$ cat config.mk
export PLATFORM = sky130hd
export DESIGN_NAME = button_click_long_press_detector_unit
export DESIGN_NICKNAME = d
export VERILOG_FILES = /design/src/hw/rtl/bcl_pkg.sv /design/src/hw/rtl/bcl_req_stage.sv /design/src/hw/rtl/bcl_detect.sv /design/src/hw/rtl/button_click_long_press_detector_unit.sv
export SDC_FILE = /design/constraint.sdc
export NUM_CORES = 1
export LEC_CHECK = 0
export BUFFER_PORTS_ARGS = -buffer_cell sky130_fd_sc_hd__buf_2
export CELL_PAD_IN_SITES_DETAIL_PLACEMENT = 0
export CELL_PAD_IN_SITES_GLOBAL_PLACEMENT = 1
export CORE_AREA = 10 10 155 157
export CTS_CLUSTER_DIAMETER = 80
export DETAILED_ROUTE_END_ITERATION = 10
export DIE_AREA = 0 0 165 167
export HOLD_SLACK_MARGIN = 0.03
export PLACE_DENSITY_LB_ADDON = 0.1
export SYNTH_ARGS = -nofsm -noshare
export SYNTH_HDL_FRONTEND = slang
export SYNTH_HIERARCHICAL = 1
export SYNTH_SLANG_ARGS = --single-unit
$ cat constraint.sdc
create_clock -name clock -period 11.13 [get_ports clock]
set_input_delay 1.113 -clock clock [delete_from_list [all_inputs] [get_ports clock]]
set_output_delay 1.113 -clock clock [all_outputs]
set_load 0.01 [all_outputs]
$ cat src/hw/rtl/bcl_pkg.sv
package bcl_pkg;

   // Field widths.
   localparam int TimeWidth = 32;
   localparam int CfgWidth  = 16;

   // Register reset values.
   localparam logic [CfgWidth-1:0] DebounceReset  = 16'd50;
   localparam logic [CfgWidth-1:0] LongPressReset = 16'd1000;
   localparam logic                PressedReset   = 1'b0;

   // Register indexes on the configuration port.
   typedef enum logic [1:0] {
      CSR_DEBOUNCE      = 2'd0,
      CSR_LONG_PRESS    = 2'd1,
      CSR_PRESSED_LEVEL = 2'd2
   } bcl_csr_type;

   // Event codes reported with each result item.
   typedef enum logic [1:0] {
      EVENT_NONE  = 2'd0,
      EVENT_CLICK = 2'd1,
      EVENT_LONG  = 2'd2
   } bcl_event_type;

   // Configuration handed to the detector.
   typedef struct packed {
      logic [CfgWidth-1:0] debounce_ms;
      logic [CfgWidth-1:0] long_press_ms;
      logic                pressed_level;
   } bcl_cfg_type;

   // One registered input item.
   typedef struct packed {
      logic [TimeWidth-1:0] now_ms;
      logic                 pin_level;
   } bcl_sample_type;

endpackage

$ cat src/hw/rtl/bcl_req_stage.sv
module bcl_req_stage (
   input  logic                          clock,
   input  logic                          reset,
   input  logic                          req_valid,
   input  logic [bcl_pkg::TimeWidth-1:0] req_now_ms,
   input  logic                          req_pin_level,
   output logic                          req_stall,
   input  logic                          out_ready,
   output logic                          sample_valid,
   output bcl_pkg::bcl_sample_type       sample
);
   import bcl_pkg::*;

   logic           valid_ff;
   logic           valid_in;
   bcl_sample_type sample_ff;
   logic           take;

   // Hold the input while the stored item cannot move on.
   assign req_stall = valid_ff && !out_ready;
   assign take      = req_valid && !req_stall;
   assign valid_in  = take || (valid_ff && !out_ready);

   always_ff @(posedge clock) begin
      if (reset) begin
         valid_ff <= 1'b0;
      end else begin
         valid_ff <= valid_in;
      end
   end

   // Payload register loads only when an item is taken.
   always_ff @(posedge clock) begin
      if (take) begin
         sample_ff.now_ms    <= req_now_ms;
         sample_ff.pin_level <= req_pin_level;
      end
   end

   assign sample_valid = valid_ff;
   assign sample       = sample_ff;

endmodule

$ cat src/hw/rtl/bcl_detect.sv
module bcl_detect (
   input  logic                 clock,
   input  logic                 reset,
   input  logic                 fire,
   input  bcl_pkg::bcl_sample_type sample,
   input  bcl_pkg::bcl_cfg_type cfg,
   output logic [1:0]           event_code,
   output logic [1:0]           button_status
);
   import bcl_pkg::*;

   typedef enum logic [1:0] {
      MODE_NONE  = 2'd0,
      MODE_DOWN  = 2'd1,
      MODE_CLICK = 2'd2,
      MODE_LONG  = 2'd3
   } mode_type;

   logic                 primed_ff, primed_in;
   logic                 held_level_ff, held_level_in;
   logic                 change_pending_ff, change_pending_in;
   logic [TimeWidth-1:0] change_time_ff, change_time_in;
   logic [TimeWidth-1:0] press_time_ff, press_time_in;
   mode_type             mode_ff, mode_in;
   bcl_event_type        event_in;

   logic [TimeWidth-1:0] since_change;
   logic [TimeWidth-1:0] since_press;
   logic                 level_changed;
   logic                 debounce_hit;
   logic                 accept_hit;
   logic                 long_hit;

   // Elapsed times wrap modulo 2^32.
   assign since_change  = sample.now_ms - change_time_ff;
   assign since_press   = sample.now_ms - press_time_ff;
   assign level_changed = sample.pin_level != held_level_ff;
   assign debounce_hit  = change_pending_ff &&
                          (since_change > {{(TimeWidth-CfgWidth){1'b0}}, cfg.debounce_ms});
   assign accept_hit    = !level_changed && debounce_hit;
   assign long_hit      = (mode_ff == MODE_DOWN) &&
                          (since_press > {{(TimeWidth-CfgWidth){1'b0}}, cfg.long_press_ms});

   // Next state for the item in the input register.
   always_comb begin
      primed_in         = primed_ff;
      held_level_in     = held_level_ff;
      change_pending_in = change_pending_ff;
      change_time_in    = change_time_ff;
      press_time_in     = press_time_ff;
      mode_in           = mode_ff;
      event_in          = EVENT_NONE;
      if (!primed_ff) begin
         // The first item only captures the pin level.
         primed_in         = 1'b1;
         held_level_in     = sample.pin_level;
         change_pending_in = 1'b0;
      end else begin
         if (level_changed) begin
            held_level_in     = sample.pin_level;
            change_pending_in = 1'b1;
            change_time_in    = sample.now_ms;
         end else if (debounce_hit) begin
            change_pending_in = 1'b0;
         end
         // A stable level is confirmed; the long-press check waits.
         if (accept_hit) begin
            if (held_level_ff == cfg.pressed_level) begin
               mode_in       = MODE_DOWN;
               press_time_in = sample.now_ms;
            end else if (mode_ff == MODE_DOWN) begin
               mode_in  = MODE_CLICK;
               event_in = EVENT_CLICK;
            end else begin
               mode_in = MODE_NONE;
            end
         end else if (long_hit) begin
            mode_in  = MODE_LONG;
            event_in = EVENT_LONG;
         end
      end
   end

   // Detector state advances once per processed item.
   always_ff @(posedge clock) begin
      if (reset) begin
         primed_ff         <= 1'b0;
         held_level_ff     <= 1'b0;
         change_pending_ff <= 1'b0;
         change_time_ff    <= '0;
         press_time_ff     <= '0;
         mode_ff           <= MODE_NONE;
      end else if (fire) begin
         primed_ff         <= primed_in;
         held_level_ff     <= held_level_in;
         change_pending_ff <= change_pending_in;
         change_time_ff    <= change_time_in;
         press_time_ff     <= press_time_in;
         mode_ff           <= mode_in;
      end
   end

   assign event_code    = event_in;
   assign button_status = mode_in;

endmodule

$ cat src/hw/rtl/button_click_long_press_detector_unit.sv
// Channel   Direction  Handshake            Payload
// req       in         req_valid/req_stall  req_now_ms[31:0], req_pin_level
// rsp       out        rsp_valid/rsp_stall  rsp_event_code[1:0], rsp_button_status[1:0]
// csr       in         csr_write            csr_index[1:0], csr_wdata[15:0]
//
// One item is accepted per cycle while the result register is free or draining.
// The rate is set by the single pass from the input register through the detector
// into the result register, which holds two 32-bit subtract-and-compare paths.
// Reset is synchronous: it clears detector state and valids, and loads register reset values.
// A stalled result holds the result register and, through it, the input register.
module button_click_long_press_detector_unit (
   input  logic                          clock,
   input  logic                          reset,
   input  logic                          req_valid,
   output logic                          req_stall,
   input  logic [bcl_pkg::TimeWidth-1:0] req_now_ms,
   input  logic                          req_pin_level,
   output logic                          rsp_valid,
   input  logic                          rsp_stall,
   output logic [1:0]                    rsp_event_code,
   output logic [1:0]                    rsp_button_status,
   input  logic                          csr_write,
   input  logic [1:0]                    csr_index,
   input  logic [bcl_pkg::CfgWidth-1:0]  csr_wdata
);
   import bcl_pkg::*;

   bcl_cfg_type    cfg_ff;
   bcl_sample_type sample;
   logic           sample_valid;
   logic           out_ready;
   logic           fire;
   logic [1:0]     event_code;
   logic [1:0]     button_status;
   logic           rsp_valid_ff, rsp_valid_in;
   logic [1:0]     rsp_event_code_ff;
   logic [1:0]     rsp_button_status_ff;

   // Configuration registers; writes beyond the list are dropped.
   always_ff @(posedge clock) begin
      if (reset) begin
         cfg_ff.debounce_ms   <= DebounceReset;
         cfg_ff.long_press_ms <= LongPressReset;
         cfg_ff.pressed_level <= PressedReset;
      end else if (csr_write) begin
         unique case (csr_index)
            CSR_DEBOUNCE:      cfg_ff.debounce_ms   <= csr_wdata;
            CSR_LONG_PRESS:    cfg_ff.long_press_ms <= csr_wdata;
            CSR_PRESSED_LEVEL: cfg_ff.pressed_level <= csr_wdata[0];
            default: ;
         endcase
      end
   end

   // The result register can take an item when empty or being drained.
   assign out_ready    = !rsp_valid_ff || !rsp_stall;
   assign fire         = sample_valid && out_ready;
   assign rsp_valid_in = fire || (rsp_valid_ff && rsp_stall);

   bcl_req_stage u_req_stage (
      .clock         (clock),
      .reset         (reset),
      .req_valid     (req_valid),
      .req_now_ms    (req_now_ms),
      .req_pin_level (req_pin_level),
      .req_stall     (req_stall),
      .out_ready     (out_ready),
      .sample_valid  (sample_valid),
      .sample        (sample)
   );

   bcl_detect u_detect (
      .clock         (clock),
      .reset         (reset),
      .fire          (fire),
      .sample        (sample),
      .cfg           (cfg_ff),
      .event_code    (event_code),
      .button_status (button_status)
   );

   // Result register.
   always_ff @(posedge clock) begin
      if (reset) begin
         rsp_valid_ff <= 1'b0;
      end else begin
         rsp_valid_ff <= rsp_valid_in;
      end
   end

   always_ff @(posedge clock) begin
      if (fire) begin
         rsp_event_code_ff    <= event_code;
         rsp_button_status_ff <= button_status;
      end
   end

   assign rsp_valid         = rsp_valid_ff;
   assign rsp_event_code    = rsp_event_code_ff;
   assign rsp_button_status = rsp_button_status_ff;

endmodule

==> impl_metrics.py, run 1 <==
metrics = {
    "timing": {
        "slew_headroom": 0.241,
        "fmax_ghz": 0.178,
        "period_minus_slack_ns": 5.61,
        "finalSetupViolations": 0,
        "fin_setup_tns_ns": 0,
        "worst_slew_pin_slew_ns": 1.14,
        "final_max_slew_viol_count": 0,
        "period_share": 0.504,
        "fin_worst_skew_ns": 0.0130,
        "rsz0062_at_grt": "false",
        "hold_viol": 0,
    },
    "setup_path": {
        "r2r_end": "u_detect/mode_ff[1]$_SDFFE_PP0P_",
        "startpoint": "u_req_stage/sample[2]$_DFFE_PP_",
        "crit_chain": "ha_1 -> nor2b_1 -> o2111ai_1 -> a21boi_0 -> o31ai_1 -> xnor2_1 -> ha_1 -> nand2_1 -> nor2_1 -> a211oi_1 -> o21ai_0 -> o41a_1 -> a211o_1 -> or4_4 -> o211a_1 -> a21oi_2 -> and3b_1",
        "endpoint": "u_detect/mode_ff[1]$_SDFFE_PP0P_",
        "required_ns": 11.49,
        "crit_cells": 17,
        "cp-end-kind": "register",
        "rr_worst_depth": 17,
        "critPathLaunchType": "register",
        "r2r_slack_ns": 5.52,
        "crit_top_cell": "ha_1",
        "path_delay_family": "compound AO/OA/AOI/OAI gates",
        "crit_buf_inv": 0,
        "slowest_stage": "o31ai_1",
        "arrival_ns": 5.98,
        "critPathKind": "reg2reg",
        "critPathMaxStageDelay_ns": 0.71,
        "reg2reg_from": "u_req_stage/sample[2]$_DFFE_PP_",
        "cp_max_fo": 34,
    },
    "drt": {
        "viasPerCell": 5.81,
        "highest_layer": "met4",
        "drc_errors": 0,
        "drtIter0Drc": 934,
        "vias": 9326,
        "wire_per_inst_um": 18.5,
        "ant_nets": 0,
        "drt_wl_total_um": 29700,
        "wl_met1_um": 14600,
        "wl_met2_um": 13500,
        "wl_met3_um": 1170,
        "first_pass_iters": 6,
    },
    "worst_hold_path": {
        "hold_class": "reg2reg",
        "holdPathStages": 2,
    },
    "clock_network": {
        "clock_latency_ns": 0.43,
        "cts.path.max_buffers": 2,
        "postCtsResizedCells": 0,
        "cts_root_buf": "clkbuf_16",
        "cts_tree": "done",
        "cts_hold_buf": 0,
        "clock-sinks": 141,
        "clk_pin_slew_ns": 0.06,
        "h-tree-depth": 4,
        "cts_setup_buffers": 0,
        "numCtsBuffers": 17,
    },
    "grt": {
        "grt_pass1_vias": 8840,
        "grt_max_degree": 70,
        "grt_pass1_wl_um": 47800,
        "grt_overflow": 0,
        "grt_util_all_layers": 0.215,
        "grt_antenna_before_repair": 0,
    },
    "floorplanning": {
        "die_x_um": 165,
        "core_mm2": 0.0208,
        "fp.dieH_um": 167,
        "num_rows": 53,
        "floorplan.initialDensity": 0.497,
        "pin_count": 62,
        "die-area_mm2": 0.0276,
    },
    "final_layout": {
        "antennaDiodeCount": 0,
        "final_nets": 1469,
        "syn2layout_area_growth_pct": 9.21,
        "final_cells": 1605,
        "drive_gt1_frac": 0.0865,
    },
    "power": {
        "power_leakage_uw": 0.00427,
        "peakVddDrop_mv": 0.100,
        "combPwrFrac": 0.191,
        "seqPwrFrac": 0.409,
        "p_int_uw": 965,
        "power_density_mw_per_mm2": 121,
        "switching_share": 0.295,
        "pwr-share-clk": 0.401,
        "power.switching_uw": 403,
    },
    "synth": {
        "ys_ff_latch": 141,
        "yosysTopAreaCell": "dfxtp_1",
        "yosysWarnings": 6,
        "ys_seq_area_frac": 0.309,
        "synthFlopType": "dfxtp_1",
        "synth_top_area_frac": 0.201,
        "synthDistinctLibCells": 76,
        "ys_top_cells_by_area": "dfxtp_1 20%, ha_1 11%, edfxtp_1 11%, a21oi_1 7.1%, nand2_1 4.9%",
        "syn_area_per_cell_um2": 7.98,
        "syn_area_mm2": 0.0103,
        "synth_edf_count": 37,
        "yosysMostFrequentCell": "a21oi_1",
        "synthCells": 1296,
        "synthArstFlopShare": 0,
        "synth_fp_nets": 1448,
        "netlist_top_cells_count": "146 x a21oi_1, 134 x nand2_1, 114 x inv_1, 104 x dfxtp_1, 94 x ha_1",
    },
    "placed_design": {
        "dp.cells": 1573,
        "port_buffers": 61,
        "gp_congestion": 0.924,
        "dp_hpwl_um": 23300,
    },
    "outcome": {
        "status": "finished, final reports clean",
    },
    "flow_run": {
        "max_cap_violations": 0,
    },
}
==> flip-flops by register name (all words and copies together), names as in the netlist, 2 cells and up <==
signal                   flops
cfg_ff                      33
u_req_stage/sample          33
u_detect/change_time_ff     32
u_detect/press_time_ff      32
rsp_button_status            2
rsp_event_code               2
u_detect/mode_ff             2
==> worst min path at each step <==
stage                                                   from                                  endpoint  slack [ns]
finish              u_detect/change_time_ff[25]$_SDFFE_PP0P_  u_detect/change_time_ff[25]$_SDFFE_PP0P_        0.45
global route        u_detect/change_time_ff[30]$_SDFFE_PP0P_  u_detect/change_time_ff[30]$_SDFFE_PP0P_        0.48
CTS                 u_detect/change_time_ff[24]$_SDFFE_PP0P_  u_detect/change_time_ff[24]$_SDFFE_PP0P_        0.46
detailed placement  u_detect/change_time_ff[24]$_SDFFE_PP0P_  u_detect/change_time_ff[24]$_SDFFE_PP0P_        0.45
global placement    u_detect/change_time_ff[16]$_SDFFE_PP0P_  u_detect/change_time_ff[16]$_SDFFE_PP0P_        0.44
floorplan           u_detect/change_time_ff[10]$_SDFFE_PP0P_  u_detect/change_time_ff[10]$_SDFFE_PP0P_        0.44
==> cells by family after synthesis <==
kind of cell | synth area share
xor+xnor | 0.0313
buf+inv | 0.0726
fa+ha+maj | 0.118
flops | 0.309
compound gates | 0.230
mux | 0.0378
simple gates | 0.202
==> power by group through the flow <==
| stage | clock, uW | sequential (uW) | combinational, uW |
|---|---|---|---|
| finish | 548 | 559 | 261 |
| global placement | 0 | 570 | 257 |
| global route | 582 | 561 | 292 |
| detailed placement | 0 | 570 | 257 |
| CTS | 559 | 559 | 258 |
| floorplan | 0 | 562 | 188 |
==> cells in the final DEF, fill, tap and decap left out, types with 23 or more instances in the layout <==
cell type	netlist	routed
a21oi_1	146	146
nand2_1	134	134
inv_1	114	114
dfxtp_1	104	104
ha_1	94	94
nor2_1	81	80
buf_2	9	60
nand3_1	56	56
o21ai_0	55	55
nand2b_1	43	43
mux2i_1	38	38
edfxtp_1	37	37
o21ai_1	30	30
nand4_1	29	29
a21o_1	28	28
xnor2_1	24	23
==> layer usage <==
layer	GRT usage	vias up
met4	0.0562	0
met3	0.0288	30
met2	0.331	205
met5	0	-
li1	-	4691
met1	0.309	4400
==> layout make-up <==
class                      count  area [um2]
clock buffer                  20         458
fill                        2061        9520
multi-input combinational    978        6430
sequential                   141        3190
timing repair buffer          65         338
tap                          275         344
inverter                     114         428
clock inverter                12         111
==> worst register-to-register path: cells and delay by family, from the launching register on <==
family	cells	cell delay (ns)
AO/OA/AOI/OAI	9	3.17
AND/OR/NAND/NOR	5	1.04
adder cells (fa/ha/maj)	2	0.68
flip-flops	1	0.49
XOR/XNOR	1	0.16
==> through the flow <==
step | cell area (um2) | hold WS (ns) | setup WS (ns) | total power (uW) | utilization
2_1_floorplan | 10300 | 0.436 | 6.57 | 750 | -
3_3_place_gp | 10700 | 0.442 | 5.63 | 826 | 0.515
3_5_place_dp | 10700 | 0.447 | 5.60 | 827 | 0.515
4_1_cts | 11300 | 0.455 | 5.56 | 1380 | 0.543
5_1_grt | 11300 | 0.475 | 5.11 | 1430 | 0.543
6_report | 11300 | 0.451 | 5.52 | 1370 | 0.543
(Power assumes the default switching activity.)
==> inputs of run 2 (changes only) <==
--- a/config.mk
+++ b/config.mk
@@ -8,10 +8,10 @@
 export BUFFER_PORTS_ARGS = -buffer_cell sky130_fd_sc_hd__buf_2
 export CELL_PAD_IN_SITES_DETAIL_PLACEMENT = 0
 export CELL_PAD_IN_SITES_GLOBAL_PLACEMENT = 1
-export CORE_AREA = 10 10 155 157
+export CORE_AREA = 10 10 168 170
 export CTS_CLUSTER_DIAMETER = 80
 export DETAILED_ROUTE_END_ITERATION = 10
-export DIE_AREA = 0 0 165 167
+export DIE_AREA = 0 0 178 180
 export HOLD_SLACK_MARGIN = 0.03
 export PLACE_DENSITY_LB_ADDON = 0.1
 export SYNTH_ARGS = -nofsm -noshare
==> constraint.sdc (replaced) <==
create_clock -name clock -period 4.6 [get_ports clock]
set_input_delay 0.46 -clock clock [delete_from_list [all_inputs] [get_ports clock]]
set_output_delay 0.46 -clock clock [all_outputs]
set_load 0.01 [all_outputs]
==> impl_metrics.py, run 2 (synthesized netlist as in run 1, its figures left out) <==
metrics = {
    "floorplanning": {
        "die-area_mm2": 0.0320,
        "core_mm2": 0.0249,
        "die_x_um": 178,
        "fp.dieH_um": 180,
        "pin_count": 62,
        "num_rows": 58,
        "floorplan.initialDensity": 0.416,
    },
    "clock_network": {
        "clk_pin_slew_ns": 0.08,
        "h-tree-depth": 4,
        "cts_hold_buf": 0,
        "cts.path.max_buffers": 2,
        "clock_latency_ns": 0.43,
        "cts_root_buf": "clkbuf_16",
        "clock-sinks": 141,
        "cts_tree": "done",
        "numCtsBuffers": 17,
    },
    "final_layout": {
        "antennaDiodeCount": 0,
        "syn2layout_area_growth_pct": 20.9,
        "drive_gt1_frac": 0.193,
        "final_cell_mix": "133 x nand2_1, 128 x a21oi_1, 113 x inv_1, 104 x dfxtp_1, 86 x ha_1",
        "layout_commonest_cell": "nand2_1",
        "final_nets": 1552,
        "final_cells": 1743,
    },
    "timing": {
        "hold_viol": 0,
        "rsz0062_at_grt": "true",
        "worst_slew_pin_slew_ns": 1.13,
        "slew_headroom": 0.244,
        "fin_ws_ns": -0.0525,
        "period_minus_slack_ns": 4.65,
        "finalSetupViolations": 30,
        "fin_worst_skew_ns": 0.0165,
        "final_max_slew_viol_count": 0,
        "period_share": 1.01,
        "fmax_ghz": 0.215,
    },
    "power": {
        "seqPwrFrac": 0.396,
        "peakVddDrop_mv": 0.234,
        "power.switching_uw": 1070,
        "power_density_mw_per_mm2": 271,
        "combPwrFrac": 0.217,
        "switching_share": 0.315,
        "pwr-share-clk": 0.386,
        "p_int_uw": 2320,
        "total_power_uw": 3390,
        "power_leakage_uw": 0.00472,
    },
    "outcome": {
        "violations": "setup timing",
        "status": "complete, but fails checks",
    },
    "setup_path": {
        "reg2reg_from": "u_req_stage/sample[12]$_DFFE_PP_",
        "rr_worst_depth": 18,
        "critPathKind": "reg2reg",
        "required_ns": 4.86,
        "r2r_slack_ns": -0.05,
        "critPathLaunchType": "register",
        "cp-end-kind": "register",
        "arrival_ns": 4.91,
        "cp_max_fo": 8,
        "r2r_end": "u_detect/press_time_ff[7]$_SDFFE_PP0P_",
    },
    "drt": {
        "ant_nets": 0,
        "vias": 9647,
        "drc_errors": 0,
        "viasPerCell": 5.53,
        "drtIter0Drc": 817,
        "wire_per_inst_um": 18.7,
        "drt_wl_total_um": 32500,
        "first_pass_iters": 7,
    },
    "grt": {
        "grt_pass1_vias": 9263,
        "top_usage_layer": "met2",
        "grt_pass1_wl_um": 50600,
        "grt_overflow": 0,
        "grt_max_degree": 94,
        "grt_util_all_layers": 0.197,
        "use_met3": 0.0214,
        "grt_antenna_before_repair": 0,
        "use_met1": 0.286,
        "grt_use_met2": 0.305,
    },
    "placed_design": {
        "port_buffers": 61,
        "dp_hpwl_um": 24900,
        "dp.cells": 1697,
        "gp_congestion": 0.901,
    },
    "flow_run": {
        "max_cap_violations": 0,
    },
    "worst_hold_path": {
        "hold_class": "in2reg",
        "holdPathEnd": "u_req_stage/sample[8]$_DFFE_PP_",
        "hold_start": "req_now_ms[7]",
        "holdPathStages": 1,
    },
}
[run 2: cell types whose count changed in the layout (fill, tap and decap cells not counted), sizes merged]
cell	before	now
buf	65	144
inv	116	124
clkinv	9	3
clkinvlp	0	2
bufinv	1	0
clkbuf	20	21
[run 2: area by class of cell]
cell class | count | area (um2)
Clock buffer | 17 | 425
Clock inverter | 15 | 124
Fill cell | 2420 | 12400
Inverter | 114 | 428
Multi-Input combinational cell | 978 | 6850
Sequential cell | 141 | 3190
Tap cell | 330 | 413
Timing Repair Buffer | 148 | 1080
[run 2: how the worst max path moves through the flow]
stage | start | cells past startpoint | to
final | u_req_stage/sample[12]$_DFFE_PP_ | 18 | u_detect/press_time_ff[7]$_SDFFE_PP0P_
after global routing | u_req_stage/sample[1]$_DFFE_PP_ | 21 | u_detect/mode_ff[1]$_SDFFE_PP0P_
after CTS | u_req_stage/sample[1]$_DFFE_PP_ | 21 | rsp_button_status[1]$_DFFE_PP_
after detailed placement | u_req_stage/sample[1]$_DFFE_PP_ | 21 | u_detect/mode_ff[1]$_SDFFE_PP0P_
after global placement | u_req_stage/sample[4]$_DFFE_PP_ | 19 | u_detect/mode_ff[1]$_SDFFE_PP0P_
after floorplan | u_req_stage/sample[7]$_DFFE_PP_ | 17 | rsp_button_status[1]$_DFFE_PP_
[run 2: metal layers]
metal / share of wire / vias up / wire [um]
li1: - / 4865 / -
met1: 0.50 / 4583 / 16200
met2: 0.46 / 184 / 15000
met3: 0.029 / 15 / 957
met4: 0.010 / 0 / 340
met5: 0 / - / 0
[run 2: metrics by stage]
step / hold WS [ns] / setup slack, ns / cell area (um2) / utilization / TNS (ns)
finish: 0.201 / -0.0525 / 12500 / 0.503 / -0.780
global route: 0.185 / -0.207 / 12500 / 0.503 / -6.13
CTS: 0.188 / -0.0360 / 12100 / 0.485 / -0.0890
detailed placement: 0.447 / -0.210 / 11300 / 0.456 / -6.54
global placement: 0.442 / -0.144 / 11300 / 0.456 / -4.40
floorplan: 0.436 / 0.0392 / 10300 / - / 0
[run 2: what timing repair did]
item	4_1_cts	5_1_grt
endpoints found under the hold margin	0	0
gates cloned	1	4
endpoints found under the setup margin	38	38
setup buffers	4	6
pin swaps	26	32
gates resized for setup	28	61
[run 2: power by group through the flow]
stage	clock network, uW	logic (uW)	registers [uW]
floorplan	0	456	1360
global placement	0	686	1370
detailed placement	0	687	1370
CTS	1340	707	1340
global route	1400	816	1350
finish	1310	738	1340
[run 2: critical path, cell delays in order (launching register included)]
cell and delay, ns:
edfxtp_1 0.46, ha_4 0.29, buf_4 0.15, a21oi_1 0.19
nor2b_1 0.11, o41ai_4 0.37, nand3_1 0.13, xor2_1 0.17
ha_1 0.28, nand4_1 0.17, nor3_2 0.07, a21boi_1 0.13
o41a_1 0.45, a211o_1 0.24, or4_4 0.60, o211a_4 0.34
clkbuf_16 0.20, nand3_2 0.07, a21oi_1 0.07
